==> src/sv/sdrp_pkg.sv <==
package sdrp_pkg;

  // magnitude accumulator width (output fields stay 32 bits)
  localparam int unsigned VALUE_BITS = 32;

  // reply character codes
  localparam logic [7:0] CH_PLUS        = 8'h2b;
  localparam logic [7:0] CH_MINUS       = 8'h2d;
  localparam logic [7:0] CH_POINT       = 8'h2e;
  localparam logic [7:0] CH_CR          = 8'h0d;
  localparam logic [7:0] CH_BELOW_DIGIT = 8'h2f;
  localparam logic [7:0] CH_ABOVE_DIGIT = 8'h3a;
  localparam logic [7:0] CH_ZERO        = 8'h30;

  // address register reset value ('0')
  localparam logic [7:0] ADDR_RESET = 8'h30;

  // front-to-back token queue
  localparam int unsigned FIFO_DEPTH = 2;
  localparam int unsigned FIFO_PTR_W = (FIFO_DEPTH > 1) ? $clog2(FIFO_DEPTH) : 1;
  localparam int unsigned FIFO_CNT_W = $clog2(FIFO_DEPTH + 1);

  // number of stored fields and field and fraction counter limits
  localparam int unsigned NUM_FIELDS = 3;
  localparam logic [2:0]  FIELD_MAX  = 3'd7;
  localparam logic [3:0]  FRAC_MAX   = 4'd15;

  // token kinds produced by the front
  typedef enum logic [1:0] {
    TK_SIGN  = 2'd0,
    TK_POINT = 2'd1,
    TK_DIGIT = 2'd2,
    TK_END   = 2'd3
  } tok_kind_e;

  typedef struct packed {
    tok_kind_e  kind;
    logic       neg;
    logic [3:0] digit;
  } token_t;

endpackage

==> src/sv/sdi12_data_reply_parser.sv <==
// SDI-12 data reply parser. Reply characters enter one per beat on rx; bytes
// are dropped until one matches sensor_address, then '+'/'-' open up to three
// fields, '.' starts the fraction and any other byte appends a decimal digit
// (non-digits count as 0). CR ends the frame and delivers one result beat with
// three magnitudes (wrapping), signs, saturating fraction counts and the field
// count. One byte is accepted every cycle while the queue has room; a front
// stage classifies each byte, a two-entry token queue decouples it from the
// back stage that updates the field accumulators, and a result register holds
// the finished frame. A CR goes through the queue and the result register to
// out_valid_o. When the result register is full at the next CR, the back stage
// holds that token and the queue absorbs one more byte before rx_ready_o drops.
module sdi12_data_reply_parser (
  input  logic        clk_i,
  input  logic        rst_ni,
  input  logic        sensor_address_we_i,
  input  logic [7:0]  sensor_address_i,
  input  logic        rx_valid_i,
  output logic        rx_ready_o,
  input  logic [7:0]  rx_byte_i,
  output logic        out_valid_o,
  input  logic        out_ready_i,
  output logic [31:0] first_value_o,
  output logic [31:0] second_value_o,
  output logic [31:0] third_value_o,
  output logic        first_negative_o,
  output logic        second_negative_o,
  output logic        third_negative_o,
  output logic [3:0]  first_fraction_digits_o,
  output logic [3:0]  second_fraction_digits_o,
  output logic [3:0]  third_fraction_digits_o,
  output logic [2:0]  field_total_o
);
  import sdrp_pkg::*;

  logic   ftok_valid, ftok_ready;
  token_t ftok;
  logic   btok_valid, btok_ready;
  token_t btok;

  // classify bytes and track the frame
  sdrp_front u_front (
    .clk_i               (clk_i),
    .rst_ni              (rst_ni),
    .sensor_address_we_i (sensor_address_we_i),
    .sensor_address_i    (sensor_address_i),
    .rx_valid_i          (rx_valid_i),
    .rx_ready_o          (rx_ready_o),
    .rx_byte_i           (rx_byte_i),
    .tok_valid_o         (ftok_valid),
    .tok_ready_i         (ftok_ready),
    .tok_o               (ftok)
  );

  // token queue
  sdrp_fifo u_fifo (
    .clk_i      (clk_i),
    .rst_ni     (rst_ni),
    .wr_valid_i (ftok_valid),
    .wr_ready_o (ftok_ready),
    .wr_data_i  (ftok),
    .rd_valid_o (btok_valid),
    .rd_ready_i (btok_ready),
    .rd_data_o  (btok)
  );

  // accumulate fields and deliver results
  sdrp_back u_back (
    .clk_i                    (clk_i),
    .rst_ni                   (rst_ni),
    .tok_valid_i              (btok_valid),
    .tok_ready_o              (btok_ready),
    .tok_i                    (btok),
    .out_valid_o              (out_valid_o),
    .out_ready_i              (out_ready_i),
    .first_value_o            (first_value_o),
    .second_value_o           (second_value_o),
    .third_value_o            (third_value_o),
    .first_negative_o         (first_negative_o),
    .second_negative_o        (second_negative_o),
    .third_negative_o         (third_negative_o),
    .first_fraction_digits_o  (first_fraction_digits_o),
    .second_fraction_digits_o (second_fraction_digits_o),
    .third_fraction_digits_o  (third_fraction_digits_o),
    .field_total_o            (field_total_o)
  );

endmodule

==> src/sv/sdrp_front.sv <==
module sdrp_front (
  input  logic               clk_i,
  input  logic               rst_ni,
  input  logic               sensor_address_we_i,
  input  logic [7:0]         sensor_address_i,
  input  logic               rx_valid_i,
  output logic               rx_ready_o,
  input  logic [7:0]         rx_byte_i,
  output logic               tok_valid_o,
  input  logic               tok_ready_i,
  output sdrp_pkg::token_t   tok_o
);
  import sdrp_pkg::*;

  logic [7:0] addr_q;
  logic       in_frame_q, in_frame_d;
  logic       rx_fire;
  logic       take;
  token_t     tok;

  // address register
  always_ff @(posedge clk_i or negedge rst_ni) begin
    if (!rst_ni) begin
      addr_q <= ADDR_RESET;
    end else if (sensor_address_we_i) begin
      addr_q <= sensor_address_i;
    end
  end

  // bytes are always taken when the queue has room; hunting bytes are dropped
  assign rx_ready_o = tok_ready_i;
  assign rx_fire    = rx_valid_i & rx_ready_o;
  assign take       = in_frame_q | (rx_byte_i == addr_q);

  // frame tracking
  always_comb begin
    in_frame_d = in_frame_q;
    if (rx_fire && take) begin
      in_frame_d = (rx_byte_i != CH_CR);
    end
  end

  always_ff @(posedge clk_i or negedge rst_ni) begin
    if (!rst_ni) begin
      in_frame_q <= 1'b0;
    end else begin
      in_frame_q <= in_frame_d;
    end
  end

  // byte classification
  always_comb begin
    tok.neg   = (rx_byte_i == CH_MINUS);
    tok.digit = 4'd0;
    if (rx_byte_i == CH_CR) begin
      tok.kind = TK_END;
    end else if (rx_byte_i == CH_PLUS || rx_byte_i == CH_MINUS) begin
      tok.kind = TK_SIGN;
    end else if (rx_byte_i == CH_POINT) begin
      tok.kind = TK_POINT;
    end else begin
      tok.kind = TK_DIGIT;
      if (rx_byte_i > CH_BELOW_DIGIT && rx_byte_i < CH_ABOVE_DIGIT) begin
        tok.digit = 4'(rx_byte_i - CH_ZERO);
      end
    end
  end

  assign tok_valid_o = rx_valid_i & take;
  assign tok_o       = tok;

endmodule

==> src/sv/sdrp_fifo.sv <==
module sdrp_fifo (
  input  logic               clk_i,
  input  logic               rst_ni,
  input  logic               wr_valid_i,
  output logic               wr_ready_o,
  input  sdrp_pkg::token_t   wr_data_i,
  output logic               rd_valid_o,
  input  logic               rd_ready_i,
  output sdrp_pkg::token_t   rd_data_o
);
  import sdrp_pkg::*;

  token_t                mem_q [FIFO_DEPTH];
  logic [FIFO_PTR_W-1:0] wptr_q, rptr_q;
  logic [FIFO_CNT_W-1:0] cnt_q;
  logic                  push, pop;

  assign wr_ready_o = (cnt_q != FIFO_CNT_W'(FIFO_DEPTH));
  assign rd_valid_o = (cnt_q != '0);
  assign push       = wr_valid_i & wr_ready_o;
  assign pop        = rd_valid_o & rd_ready_i;
  assign rd_data_o  = mem_q[rptr_q];

  // storage
  always_ff @(posedge clk_i) begin
    if (push) begin
      mem_q[wptr_q] <= wr_data_i;
    end
  end

  // pointers and fill count
  always_ff @(posedge clk_i or negedge rst_ni) begin
    if (!rst_ni) begin
      wptr_q <= '0;
      rptr_q <= '0;
      cnt_q  <= '0;
    end else begin
      if (push) begin
        wptr_q <= (wptr_q == FIFO_PTR_W'(FIFO_DEPTH - 1)) ? '0 : wptr_q + 1'b1;
      end
      if (pop) begin
        rptr_q <= (rptr_q == FIFO_PTR_W'(FIFO_DEPTH - 1)) ? '0 : rptr_q + 1'b1;
      end
      case ({push, pop})
        2'b10:   cnt_q <= cnt_q + 1'b1;
        2'b01:   cnt_q <= cnt_q - 1'b1;
        default: cnt_q <= cnt_q;
      endcase
    end
  end

endmodule

==> src/sv/sdrp_back.sv <==
module sdrp_back (
  input  logic               clk_i,
  input  logic               rst_ni,
  input  logic               tok_valid_i,
  output logic               tok_ready_o,
  input  sdrp_pkg::token_t   tok_i,
  output logic               out_valid_o,
  input  logic               out_ready_i,
  output logic [31:0]        first_value_o,
  output logic [31:0]        second_value_o,
  output logic [31:0]        third_value_o,
  output logic               first_negative_o,
  output logic               second_negative_o,
  output logic               third_negative_o,
  output logic [3:0]         first_fraction_digits_o,
  output logic [3:0]         second_fraction_digits_o,
  output logic [3:0]         third_fraction_digits_o,
  output logic [2:0]         field_total_o
);
  import sdrp_pkg::*;

  logic [2:0]            fidx_q, fidx_d;
  logic                  point_q, point_d;
  logic [VALUE_BITS-1:0] mag_q  [NUM_FIELDS];
  logic [VALUE_BITS-1:0] mag_d  [NUM_FIELDS];
  logic                  neg_q  [NUM_FIELDS];
  logic                  neg_d  [NUM_FIELDS];
  logic [3:0]            frac_q [NUM_FIELDS];
  logic [3:0]            frac_d [NUM_FIELDS];

  logic                  out_valid_q;
  logic [31:0]           val_q  [NUM_FIELDS];
  logic                  sgn_q  [NUM_FIELDS];
  logic [3:0]            fcnt_q [NUM_FIELDS];
  logic [2:0]            total_q;

  logic                  tok_fire;
  logic                  emit;

  // a frame end waits for the output register to be free
  assign tok_ready_o = (tok_i.kind != TK_END) | ~out_valid_q | out_ready_i;
  assign tok_fire    = tok_valid_i & tok_ready_o;
  assign emit        = tok_fire & (tok_i.kind == TK_END);

  // per-frame field state update
  always_comb begin
    fidx_d  = fidx_q;
    point_d = point_q;
    for (int k = 0; k < NUM_FIELDS; k++) begin
      mag_d[k]  = mag_q[k];
      neg_d[k]  = neg_q[k];
      frac_d[k] = frac_q[k];
    end
    if (tok_fire) begin
      unique case (tok_i.kind)
        TK_END: begin
          fidx_d  = '0;
          point_d = 1'b0;
          for (int k = 0; k < NUM_FIELDS; k++) begin
            mag_d[k]  = '0;
            neg_d[k]  = 1'b0;
            frac_d[k] = '0;
          end
        end
        TK_SIGN: begin
          if (fidx_q != FIELD_MAX) begin
            fidx_d = fidx_q + 1'b1;
          end
          point_d = 1'b0;
          for (int k = 0; k < NUM_FIELDS; k++) begin
            if (fidx_q == 3'(k)) begin
              neg_d[k] = tok_i.neg;
            end
          end
        end
        TK_POINT: begin
          point_d = 1'b1;
        end
        TK_DIGIT: begin
          for (int k = 0; k < NUM_FIELDS; k++) begin
            if (fidx_q == 3'(k + 1)) begin
              // value * 10 + digit as two shifts and adds
              mag_d[k] = {mag_q[k][VALUE_BITS-4:0], 3'b000}
                       + {mag_q[k][VALUE_BITS-2:0], 1'b0}
                       + VALUE_BITS'(tok_i.digit);
              if (point_q && frac_q[k] != FRAC_MAX) begin
                frac_d[k] = frac_q[k] + 1'b1;
              end
            end
          end
        end
        default: ;
      endcase
    end
  end

  always_ff @(posedge clk_i or negedge rst_ni) begin
    if (!rst_ni) begin
      fidx_q  <= '0;
      point_q <= 1'b0;
      for (int k = 0; k < NUM_FIELDS; k++) begin
        mag_q[k]  <= '0;
        neg_q[k]  <= 1'b0;
        frac_q[k] <= '0;
      end
    end else begin
      fidx_q  <= fidx_d;
      point_q <= point_d;
      for (int k = 0; k < NUM_FIELDS; k++) begin
        mag_q[k]  <= mag_d[k];
        neg_q[k]  <= neg_d[k];
        frac_q[k] <= frac_d[k];
      end
    end
  end

  // result register valid
  always_ff @(posedge clk_i or negedge rst_ni) begin
    if (!rst_ni) begin
      out_valid_q <= 1'b0;
    end else if (emit) begin
      out_valid_q <= 1'b1;
    end else if (out_ready_i) begin
      out_valid_q <= 1'b0;
    end
  end

  // result register payload
  always_ff @(posedge clk_i) begin
    if (emit) begin
      for (int k = 0; k < NUM_FIELDS; k++) begin
        val_q[k]  <= 32'(mag_q[k]);
        sgn_q[k]  <= neg_q[k];
        fcnt_q[k] <= frac_q[k];
      end
      total_q <= fidx_q;
    end
  end

  assign out_valid_o              = out_valid_q;
  assign first_value_o            = val_q[0];
  assign second_value_o           = val_q[1];
  assign third_value_o            = val_q[2];
  assign first_negative_o         = sgn_q[0];
  assign second_negative_o        = sgn_q[1];
  assign third_negative_o         = sgn_q[2];
  assign first_fraction_digits_o  = fcnt_q[0];
  assign second_fraction_digits_o = fcnt_q[1];
  assign third_fraction_digits_o  = fcnt_q[2];
  assign field_total_o            = total_q;

endmodule

==> config.mk <==
export PLATFORM = sky130hd
export DESIGN_NAME = sdi12_data_reply_parser
export DESIGN_NICKNAME = d
export VERILOG_FILES = /design/src/sv/sdrp_pkg.sv /design/src/sv/sdi12_data_reply_parser.sv /design/src/sv/sdrp_front.sv /design/src/sv/sdrp_fifo.sv /design/src/sv/sdrp_back.sv
export SDC_FILE = /design/constraint.sdc
export NUM_CORES = 1
export LEC_CHECK = 0
export BUFFER_PORTS_ARGS = -buffer_cell sky130_fd_sc_hd__buf_2
export CELL_PAD_IN_SITES_DETAIL_PLACEMENT = 0
export CELL_PAD_IN_SITES_GLOBAL_PLACEMENT = 1
export CORE_AREA = 4 4 181 183
export CTS_BUF_LIST = sky130_fd_sc_hd__clkbuf_8 sky130_fd_sc_hd__clkbuf_16
export DETAILED_ROUTE_END_ITERATION = 8
export DIE_AREA = 0 0 185 187
export PLACE_DENSITY = 0.88
export SETUP_SLACK_MARGIN = 0.05
export SLEW_MARGIN = 20
export SYNTH_ARGS = -nofsm -noshare
export SYNTH_HDL_FRONTEND = slang
export SYNTH_SLANG_ARGS = --single-unit
==> constraint.sdc <==
create_clock -name clk_i -period 18.3 [get_ports clk_i]
set_clock_uncertainty 0.05 [all_clocks]
set_input_delay 3.66 -clock clk_i [delete_from_list [all_inputs] [get_ports clk_i]]
set_output_delay 3.66 -clock clk_i [all_outputs]
set_load 0.02 [all_outputs]
==> results.tsv, run 1 <==
stage	metric	value	unit
cts	clock-pin slew on the worst setup and hold paths	60	ps
synth	Synth area leaders	edfxtp_1 26%, dfrtp_1 21%, ha_1 16%	
timing	worst slew pin tran	927	ps
global_route	first-pass GRT wire length	53100	um
timing	Setup violations, final	0	
finish	finished layout cell area	16900	um2
synth	number of flops mapped to enable cells by yosys	128	
finish	fraction of layout instances using a drive strength above 1	0.157	
critical_path	CP required	18400	ps
routing	number of nets with antenna violations after detailed routing	0	
global_route	global router's overall resource usage	0.184	
cts	buffer cell driving the clock tree root	clkbuf_16	
routing	First-pass DRT Iterations	5	
routing	violation count after the first detailed-route iteration	590	
cts	count of H-tree levels built during CTS	1	
timing	final hold vios	0	
finish	area growth from synthesis to layout	14.0	%
hold_path	worst min-delay path category	flip-flop to flip-flop	
cts	clock buffer count from CTS	29	
synth	FFs w/ async S/R, synth	0.502	
critical_path	largest driver fanout on the critical path	72	
floorplanning	chip height	187	um
synth	library cell with the largest summed area after synthesis	edfxtp_1	
place	port buffer count	136	
routing	detailed-route wire length	32700	um
timing	fraction of the cycle the final worst path needs	0.304	
finish	# nets final	1656	
synth	area of the mapped netlist	14800	um2
synth	register bit count reported by yosys	257	
job	Max-Cap Viols	0	
synth	share of Yosys cell area claimed by the top area cell type	0.260	
floorplanning	Die X	185	um
cts	clk buf depth	3	
routing	detailed-route DRC error count	0	
finish	Post-Route Utilization	0.540	
floorplanning	number of ports placed on the die boundary	137	
place	Detail Placement HPWL	23700	um
power	Max rail drop VDD	0.0000757	V
timing	worst slew margin relative to its limit	0.382	
global_route	number of antenna violations at the first check in global routing	0	
cts	count of cells resized by post-cts repair	0	
floorplanning	initial core utilization	0.473	
power	leakage power	8.13	nW
run_status	result of the run	finished clean	
routing	vias	10500	
timing	RSZ-0062 raised after global routing	false	
finish	antenna diode count	0	
routing	WL/cell	17.5	um
global_route	maximum number of pins on one net before global-route repair	83	
synth	Synth Net Count	1523	
timing	max frequency	180	MHz
synth	number of warning messages in the yosys log	0	
routing	Vias/cell	5.64	
synth	ys flop type	edfxtp_1	
floorplanning	number of placement rows	65	
timing	final sum of negative setup slack	0	ps
critical_path	CP arrival	5650	ps
place	cell area after placement	15900	um2
global_route	global route overflow	0	
cts	# hold bufs at CTS	0	
critical_path	Critical Setup Path Class	input pin to flip-flop	
timing	post-layout minimum cycle time	5560	ps
floorplanning	area of the die	34600	um2
synth	count of mapped cells out of synthesis	1312	
synth	count leader, synth	ha_1	
floorplanning	Floorplan Core Area	31200	um2
critical_path	Worst Setup End Kind	flip-flop	
cts	buffers inserted by post-CTS timing repair	0	
critical_path	critical path startpoint category	input pin	
cts	TritonCTS clock tree	yes	
synth	share of the yosys chip area belonging to registers	0.479	
cts	clk sinks	257	
timing	Max Transition Viols Final	0	
synth	Cell variety after synth	72	
synth	cell types with the highest counts after synthesis	184 x ha_1, 128 x edfxtp_1, 127 x dfrtp_1	
cts	clock insertion delay at the later pin of the skew report	530	ps
place	routability cong.	0.897	
synth	post-synthesis area per instance	11.3	um2
global_route	number of global-route vias before repair	10400	
power	Power per Cell Area	130	nW/um2
==> per-stage QoR <==
stage	cells	power (mW)	hold WS, ps	worst slack, ps
after CTS	1869	2.22	404	12780
after floorplan	1312	1.42	375	2110
after global routing	1869	2.33	412	12600
after detailed placement	1816	1.63	394	12220
after global placement	1816	1.61	398	12350
final	1869	2.19	408	12740
==> placed cells by master, fill, tap and decap left out, types with 11 or more instances in the layout <==
cell         n
a211oi_1    12
a21o_1      49
a21oi_1     87
a22o_1      44
and3_1      11
buf_2      135
buf_4       11
clkbuf_16   29
dfrtp_1    127
edfxtp_1   128
ha_1       184
inv_1       40
mux2_2      17
nand2_1    118
nand3_1     26
nand4_1     14
nor2_1      54
o21ai_0     86
o21bai_1    11
o31ai_1     13
xnor2_1     54
xor2_1      40
==> sequential cells by signal, summed over array words and instances, names as in the netlist <==
name	cells
u_back.mag_q	96
u_back.val_q	96
u_fifo.mem_q	14
u_back.fcnt_q	12
u_back.frac_q	12
u_front.addr_q	8
u_back.fidx_q	3
u_back.field_total_o	3
u_back.neg_q	3
u_back.sgn_q	3
u_fifo.cnt_q	2
u_back.out_valid_o	1
u_back.point_q	1
u_fifo.rptr_q	1
u_fifo.wptr_q	1
u_front.in_frame_q	1
==> layer usage <==
metal,track usage,up-vias,routed length (um),part of all wire
met3,0.0263,53,1520,0.046
met4,0.0449,0,732,0.022
met2,0.302,226,15200,0.46
met1,0.258,5056,15300,0.47
met5,0,-,0,0
li1,-,5205,-,-
==> worst max-delay path: stages <==
cell	delay, ps
buf_2	80
nor2b_1	100
nor4_2	300
buf_4	610
buf_4	810
==> where the power goes <==
part           switching (mW)  leakage [nW]  internal, mW
logic                   0.478          4.70         0.264
registers               0.107          2.95         0.770
clock network           0.228         0.483         0.342
total                   0.813          8.13          1.38
==> path summary, 6_finish.rpt <==
| check | slack, ps | to | from | cells after the start |
|---|---|---|---|---|
| min in group asynchronous | 3110 | u_back.mag_q[56] | rst_ni | 1 |
| worst min-delay path | 410 | u_back.val_q[0][63] | u_back.mag_q[63] | 0 |
| worst max-delay path | 12740 | u_back.val_q[0][14] | out_ready_i | 5 |
| worst min register to register | 410 | u_back.val_q[0][63] | u_back.mag_q[63] | 0 |
| max in group asynchronous | 13950 | u_back.mag_q[25] | rst_ni | 2 |
| worst max register to register | 13720 | u_back.mag_q[28] | u_fifo.rptr_q | 13 |
==> layout make-up <==
| type | count | area (um2) |
|---|---|---|
| inverter | 35 | 131 |
| clock inverter | 21 | 183 |
| clock buffer | 32 | 767 |
| multi-input combinational | 975 | 7430 |
| sequential | 257 | 7070 |
| timing repair buffer | 147 | 769 |
| fill | 2714 | 14400 |
| tap | 402 | 503 |
==> logic make-up after synthesis <==
group / share of synthesized area
mux: 0.0184
simple gates: 0.0953
compound gates: 0.168
flops: 0.479
xor+xnor: 0.0557
fa+ha+maj: 0.164
buf+inv: 0.0204
No activity file was read; power rests on OpenSTA's default activity.
==> run 2, diff against run 1 <==
- clock period: 18.3 -> 5.7 ns (I/O delays scaled with it)
==> run 2 against run 1 <==
Clock power rose to 3.2 times the previous value. Final area barely moved. Worst setup slack got worse by 11000 ps. Utilization barely moved. First-iteration DRC count rose by 40%. Critical path depth rose by 8. Wire length fell by 0.33%. Combinational power rose to 3.2 times the previous value. Global-route usage rose by 0.37 points. Register-to-register slack got worse by 12000 ps.
==> results.tsv, run 2 (synthesis results as in run 1) <==
stage	metric	value	unit	change
cts	clock insertion delay at the later pin of the skew report	540	ps	was 530 ps
critical_path	Bufs and invs on worst path	1		was 3
place	cell area after placement	15900	um2	about the same
floorplanning	initial core utilization	0.473		unchanged
routing	First-pass DRT Iterations	5		unchanged
critical_path	kind of cell adding the most delay to the critical path	compound AO/OA/AOI/OAI gates		was buffers and inverters
global_route	maximum number of pins on one net before global-route repair	101		was 83
hold_path	cell depth of the worst min-delay path	0		unchanged
floorplanning	area of the die	34600	um2	unchanged
cts	count of cells resized by post-cts repair	0		unchanged
cts	clk buf depth	3		unchanged
finish	commonest cells after routing, fill and taps aside	184 x ha_1, 135 x buf_2, 128 x edfxtp_1		unchanged
routing	vias	10700		was 10500
floorplanning	chip height	187	um	unchanged
finish	area growth from synthesis to layout	14.0	%	about the same
run_status	result of the run	finished clean		unchanged
finish	number of fillers in the final layout	2726		was 2714
power	Power per Cell Area	416	nW/um2	was 130 nW/um2
power	leakage power	8.12	nW	was 8.13 nW
cts	# hold bufs at CTS	0		unchanged
finish	most common library cell in the layout ignoring fill and taps	ha_1		unchanged
power	share of total power in combinational logic	0.344		was 0.339
routing	number of nets with antenna violations after detailed routing	0		unchanged
place	port buffer count	136		unchanged
timing	Max Transition Viols Final	0		unchanged
cts	TritonCTS clock tree	yes		unchanged
global_route	global route overflow	0		unchanged
critical_path	capture point of the worst reg-to-reg path	u_back.mag_q[29]		was u_back.mag_q[28]
timing	max frequency	233	MHz	
timing	Hold Worst Slack	402	ps	was 408 ps
job	Max-Cap Viols	0		unchanged
timing	fraction of the cycle the final worst path needs	0.754		
cts	count of H-tree levels built during CTS	1		unchanged
global_route	met3 usage	0.0276		was 0.0263
power	Flop pwr share	0.400		was 0.401
global_route	first-pass GRT wire length	54300	um	was 53100 um
critical_path	Critical Setup Path Class	flip-flop to flip-flop		was input pin to flip-flop
power	Max rail drop VDD	0.000355	V	was 0.0000757 V
critical_path	cell type of the slowest stage on the worst timing path	dfrtp_1		was buf_4
finish	Regs by FF count	u_back.mag_q: 96 flops, u_back.val_q: 96 flops, u_fifo.mem_q: 14 flops		unchanged
critical_path	largest driver fanout on the critical path	10		was 72
finish	# nets final	1655		was 1656
routing	violation count after the first detailed-route iteration	826		was 590
timing	RSZ-0062 raised after global routing	false		unchanged
global_route	met2 track demand over resource in global routing	0.298		was 0.302
routing	Vias/cell	5.71		was 5.64
critical_path	CP required	6070	ps	was 18400 ps
global_route	number of antenna violations at the first check in global routing	0		unchanged
critical_path	Worst Setup End Kind	flip-flop		unchanged
timing	worst slew margin relative to its limit	0.367		was 0.382
timing	final hold vios	0		unchanged
floorplanning	Die X	185	um	unchanged
timing	Setup violations, final	0		unchanged
hold_path	worst min-delay path category	flip-flop to flip-flop		unchanged
timing	final sum of negative setup slack	0	ps	unchanged
critical_path	CP arrival	4660	ps	was 5650 ps
routing	detailed-route wire length	32600	um	was 32700 um
floorplanning	Floorplan Core Area	31200	um2	unchanged
power	internal power of the cells	4.40	mW	was 1.38 mW
cts	clock buffer count from CTS	28		was 29
power	switching power as a share of total power	0.374		was 0.371
global_route	met1 Track Usage GR	0.271		was 0.258
global_route	Most Crowded Layer GR	met2		unchanged
cts	clk sinks	257		unchanged
place	Detail Placement HPWL	23400	um	was 23700 um
global_route	number of global-route vias before repair	10600		was 10400
finish	antenna diode count	0		unchanged
power	Clock Power Share	0.256		was 0.260
critical_path	critical path startpoint category	flip-flop		was input pin
routing	WL/cell	17.4	um	was 17.5 um
place	routability cong.	0.900		was 0.897
critical_path	FF-to-FF path depth	13		unchanged
critical_path	reg-to-reg startpoint	u_fifo.rptr_q		unchanged
timing	worst slew pin tran	948	ps	was 927 ps
power	total power after layout	7.02	mW	was 2.19 mW
global_route	global router's overall resource usage	0.188		was 0.184
cts	clock-pin slew on the worst setup and hold paths	60	ps	about the same
timing	post-layout minimum cycle time	4300	ps	
cts	buffers inserted by post-CTS timing repair	0		unchanged
hold_path	launch instance of the worst min-delay path	u_back.mag_q[31]		was u_back.mag_q[63]
finish	finished layout cell area	16900	um2	about the same
finish	fraction of layout instances using a drive strength above 1	0.157		about the same
critical_path	Max stage delay on crit path	630	ps	was 810 ps
floorplanning	number of placement rows	65		unchanged
floorplanning	number of ports placed on the die boundary	137		unchanged
routing	detailed-route DRC error count	0		unchanged
hold_path	Min-Delay Endpoint	u_back.val_q[0][95]		was u_back.val_q[0][63]
cts	buffer cell driving the clock tree root	clkbuf_16		unchanged
power	switching power	2.62	mW	was 0.813 mW
critical_path	slack of the worst reg-to-reg path	1400	ps	was 13720 ps
critical_path	ordered list of cells on the worst path	mux2i_1 -> fa_1 -> inv_1 -> ha_1 -> a211oi_1 -> o211ai_1 -> nand2_1 -> o21ai_0 -> a211oi_1 -> o21ai_0 -> a22oi_1 -> xnor2_1 -> a22o_1		was buf_2 -> nor2b_1 -> nor4_2 -> buf_4 -> buf_4
==> run 2: routing by layer <==
metal / routed length [um] / share of wire
met1: 15200 / 0.47
met2: 14900 / 0.46
met3: 1650 / 0.050
met4: 836 / 0.026
met5: 0 / 0
==> run 2: how the worst max path moves through the flow <==
stage | from | endpoint | slack (ps) | cells past startpoint
2_1_floorplan | out_ready_i | u_back.out_valid_o | 110 | 3
4_1_cts | u_fifo.rptr_q | u_back.mag_q[95] | 1430 | 13
6_report | u_fifo.rptr_q | u_back.mag_q[29] | 1400 | 13
3_5_place_dp | u_fifo.rptr_q | u_back.mag_q[95] | 1440 | 13
5_1_grt | u_fifo.rptr_q | u_back.mag_q[28] | 1020 | 13
3_3_place_gp | u_fifo.rptr_q | u_back.mag_q[95] | 1530 | 13
==> run 2: power groups by stage <==
stage,clock [mW],combinational (mW),sequential (mW)
finish,1.80,2.41,2.81
global route,1.93,2.70,2.86
CTS,1.85,2.44,2.81
detailed placement,0,2.42,2.84
global placement,0,2.36,2.83
floorplan,0,1.51,2.99
==> run 2: area by class of cell <==
cell class | instances | area, um2 | share of cell area
tap | 402 | 503 | 0.0298
clock inverter | 22 | 183 | 0.0108
inverter | 35 | 131 | 0.00779
multi-input combinational | 975 | 7440 | 0.442
sequential | 257 | 7070 | 0.420
timing repair buffer | 147 | 782 | 0.0464
clock buffer | 30 | 739 | 0.0439
==> run 2: per-stage QoR <==
stage	cells	utilization	worst slack (ps)
after floorplan	1312	-	109
after global placement	1816	0.510	1530
after detailed placement	1816	0.510	1440
after CTS	1868	0.540	1430
after global routing	1868	0.540	1020
final	1868	0.540	1400
==> run 3, diff against run 2 <==
- ABC_AREA: not set -> 1
- CORE_AREA: 4 4 181 183 -> 4 4 199 201
- DIE_AREA: 0 0 185 187 -> 0 0 203 205
- PLACE_DENSITY: 0.88 -> 0.9
- clock period: 5.7 -> 4.25 ns (I/O delays scaled with it)
==> run 3 against run 2 <==
Final area is 15% higher. Highest routed layer unchanged. Fmax is 31% higher. Non-clock buffer count shrank 2. Combinational power is 95% higher. Largest power group is now combinational cells. Via count rose by 36%. Wire length is 38% higher. Synthesized area rose by 16%. Sequential cell count unchanged.
==> results.tsv, run 3 <==
stage	metric	value	unit	change
run_status	result of the run	finished clean		unchanged
global_route	number of antenna violations at the first check in global routing	0		unchanged
synth	register bit count reported by yosys	257		unchanged
cts	TritonCTS clock tree	yes		unchanged
cts	clock insertion delay at the later pin of the skew report	570	ps	was 540 ps
synth	count of mapped cells out of synthesis	2210		was 1312
floorplanning	number of ports placed on the die boundary	137		unchanged
place	placed cell count	2844		was 1816
cts	clock buffer count from CTS	29		was 28
finish	fraction of layout instances using a drive strength above 1	0.105		was 0.157
cts	clock-pin slew on the worst setup and hold paths	60	ps	about the same
routing	Vias/cell	5.01		was 5.71
global_route	maximum number of pins on one net before global-route repair	66		was 101
floorplanning	Floorplan Core Area	37600	um2	was 31200 um2
synth	Cell variety after synth	42		was 72
critical_path	ordered list of cells on the worst path	mux2i_1 -> fa_1 -> inv_1 -> fa_1 -> nand3_1 -> nand3_1 -> nand2_1 -> nand2_1 -> nand3_1 -> nand3_1 -> nand2_1 -> nand3_1 -> nand2_1		was mux2i_1 -> fa_1 -> inv_1 -> ha_1 -> a211oi_1 -> o211ai_1 -> nand2_1 -> o21ai_0 -> a211oi_1 -> o21ai_0 -> a22oi_1 -> xnor2_1 -> a22o_1
synth	library cell with the largest summed area after synthesis	edfxtp_1		unchanged
floorplanning	area of the die	41600	um2	was 34600 um2
timing	post-layout minimum cycle time	3280	ps	was 4300 ps
cts	buffers inserted by post-CTS timing repair	0		unchanged
routing	First-pass DRT Iterations	6		was 5
power	Power per Cell Area	592	nW/um2	was 416 nW/um2
synth	count leader, synth	nand2_1		was ha_1
timing	Max Transition Viols Final	0		unchanged
critical_path	CP required	4650	ps	was 6070 ps
cts	# hold bufs at CTS	0		unchanged
critical_path	Critical Setup Path Class	flip-flop to flip-flop		unchanged
timing	fraction of the cycle the final worst path needs	0.773		was 0.754
synth	share of Yosys cell area claimed by the top area cell type	0.223		was 0.260
timing	final hold vios	0		unchanged
routing	detailed-route DRC error count	0		unchanged
synth	ys flop type	edfxtp_1		unchanged
routing	WL/cell	15.6	um	was 17.4 um
finish	# nets final	2575		was 1655
routing	violation count after the first detailed-route iteration	707		was 826
job	Max-Cap Viols	0		unchanged
floorplanning	number of placement rows	71		was 65
finish	number of fillers in the final layout	3636		was 2726
critical_path	largest driver fanout on the critical path	9		was 10
place	Detail Placement HPWL	34500	um	was 23400 um
synth	Synth area leaders	edfxtp_1 22%, dfrtp_1 18%, nand2_1 18%		was edfxtp_1 26%, dfrtp_1 21%, ha_1 16%
finish	commonest cells after routing, fill and taps aside	821 x nand2_1, 325 x inv_1, 184 x ha_1		was 184 x ha_1, 135 x buf_2, 128 x edfxtp_1
finish	Regs by FF count	u_back.mag_q: 96 flops, u_back.val_q: 96 flops, u_fifo.mem_q: 14 flops		unchanged
finish	post-route non-filler standard cell count	2898		was 1868
synth	share of the yosys chip area belonging to registers	0.411		was 0.479
critical_path	cell type of the slowest stage on the worst timing path	mux2i_1		was dfrtp_1
cts	clk buf depth	3		unchanged
routing	detailed-route wire length	45100	um	was 32600 um
finish	area growth from synthesis to layout	13.1	%	was 14.0%
critical_path	Max stage delay on crit path	650	ps	was 630 ps
routing	vias	14500		was 10700
cts	count of cells resized by post-cts repair	0		unchanged
global_route	global route overflow	0		unchanged
place	routability cong.	0.932		was 0.900
cts	count of H-tree levels built during CTS	1		unchanged
timing	final sum of negative setup slack	0	ps	unchanged
global_route	number of global-route vias before repair	14100		was 10600
critical_path	Bufs and invs on worst path	1		unchanged
critical_path	critical path startpoint category	flip-flop		unchanged
power	Max rail drop VDD	0.000363	V	was 0.000355 V
global_route	first-pass GRT wire length	72300	um	was 54300 um
floorplanning	Die X	203	um	was 185 um
finish	most common library cell in the layout ignoring fill and taps	nand2_1		was ha_1
floorplanning	chip height	205	um	was 187 um
timing	worst slew margin relative to its limit	0.477		was 0.367
cts	buffer cell driving the clock tree root	clkbuf_16		unchanged
routing	number of nets with antenna violations after detailed routing	0		unchanged
finish	Post-Route Utilization	0.518		was 0.540
synth	post-synthesis area per instance	7.78	um2	was 11.3 um2
timing	setup slack after layout	967	ps	was 1400 ps
hold_path	worst min-delay path category	input pin to async pin		was flip-flop to flip-flop
synth	cell types with the highest counts after synthesis	821 x nand2_1, 322 x inv_1, 184 x ha_1		was 184 x ha_1, 128 x edfxtp_1, 127 x dfrtp_1
synth	FFs w/ async S/R, synth	0.502		unchanged
critical_path	CP arrival	3690	ps	was 4660 ps
finish	antenna diode count	0		unchanged
timing	max frequency	305	MHz	was 233 MHz
place	placement-stage worst setup slack	999	ps	was 1440 ps
critical_path	Worst Setup End Kind	flip-flop		unchanged
synth	area of the mapped netlist	17200	um2	was 14800 um2
critical_path	kind of cell adding the most delay to the critical path	simple AND/OR/NAND/NOR gates		was compound AO/OA/AOI/OAI gates
global_route	global router's overall resource usage	0.214		was 0.188
synth	Synth Net Count	2421		was 1523
critical_path	most frequent cell on the critical path	nand3_1		
place	port buffer count	136		unchanged
floorplanning	initial core utilization	0.458		was 0.473
timing	Setup violations, final	0		unchanged
cts	clk sinks	257		unchanged
timing	worst slew pin tran	784	ps	was 948 ps
synth	number of warning messages in the yosys log	0		unchanged
power	leakage power	10.7	nW	was 8.12 nW
timing	RSZ-0062 raised after global routing	false		unchanged
synth	number of flops mapped to enable cells by yosys	128		unchanged
-- run 3: cell type report --
class / instances / area, um2 / area share
clock buffers: 35 / 808 / 0.0416
clock inverters: 19 / 226 / 0.0116
inverters: 328 / 1240 / 0.0637
multi-input cells: 1603 / 8710 / 0.448
flip-flops and latches: 257 / 7070 / 0.364
well taps: 511 / 639 / 0.0329
repair buffers: 145 / 754 / 0.0388
-- run 3: report_power, final --
part | switching [mW] | total, mW | internal (mW)
clock network | 1.05 | 2.70 | 1.65
logic | 3.24 | 4.70 | 1.46
registers | 0.539 | 4.11 | 3.57
total | 4.83 | 11.5 | 6.68
-- run 3: metal layers --
layer	GRT usage	vias up	wire (um)
met1	0.280	6744	20100
li1	-	7372	-
met4	0.0548	0	1050
met5	0	-	0
met2	0.374	325	21800
met3	0.0301	67	2230
-- run 3: worst paths after layout --
kind                                        from  slack, ps                   to  depth (start not counted)
worst max-delay path               u_fifo.rptr_q        970     u_back.mag_q[58]                         13
worst min-delay path                      rst_ni        260     u_back.mag_q[52]                          1
worst max register to register     u_fifo.rptr_q        970     u_back.mag_q[58]                         13
worst min register to register  u_back.mag_q[95]        410  u_back.val_q[0][31]                          0
max in group asynchronous                 rst_ni       2980    u_front.addr_q[4]                          2
min in group clk_i              u_back.mag_q[95]        410  u_back.val_q[0][31]                          0
-- run 3: cell families (layout without fill, tap and decap cells) --
kind of cell,Yosys count,after routing,share of synthesized area
compound gates,176,176,0.0589
xor+xnor,37,37,0.0188
fa+ha+maj,190,190,0.141
buf+inv,350,527,0.0823
flops,257,257,0.411
mux,6,6,0.00385
simple gates,1194,1194,0.284
-- run 3: per-stage QoR --
step                      total power, mW  hold WS (ps)  cell area, um2
after floorplan                      7.48           369           17200
after global placement               8.78           387           18400
after detailed placement             8.89           397           18400
after CTS                            11.7           261           19500
after global routing                 12.3           286           19500
final                                11.5           257           19500
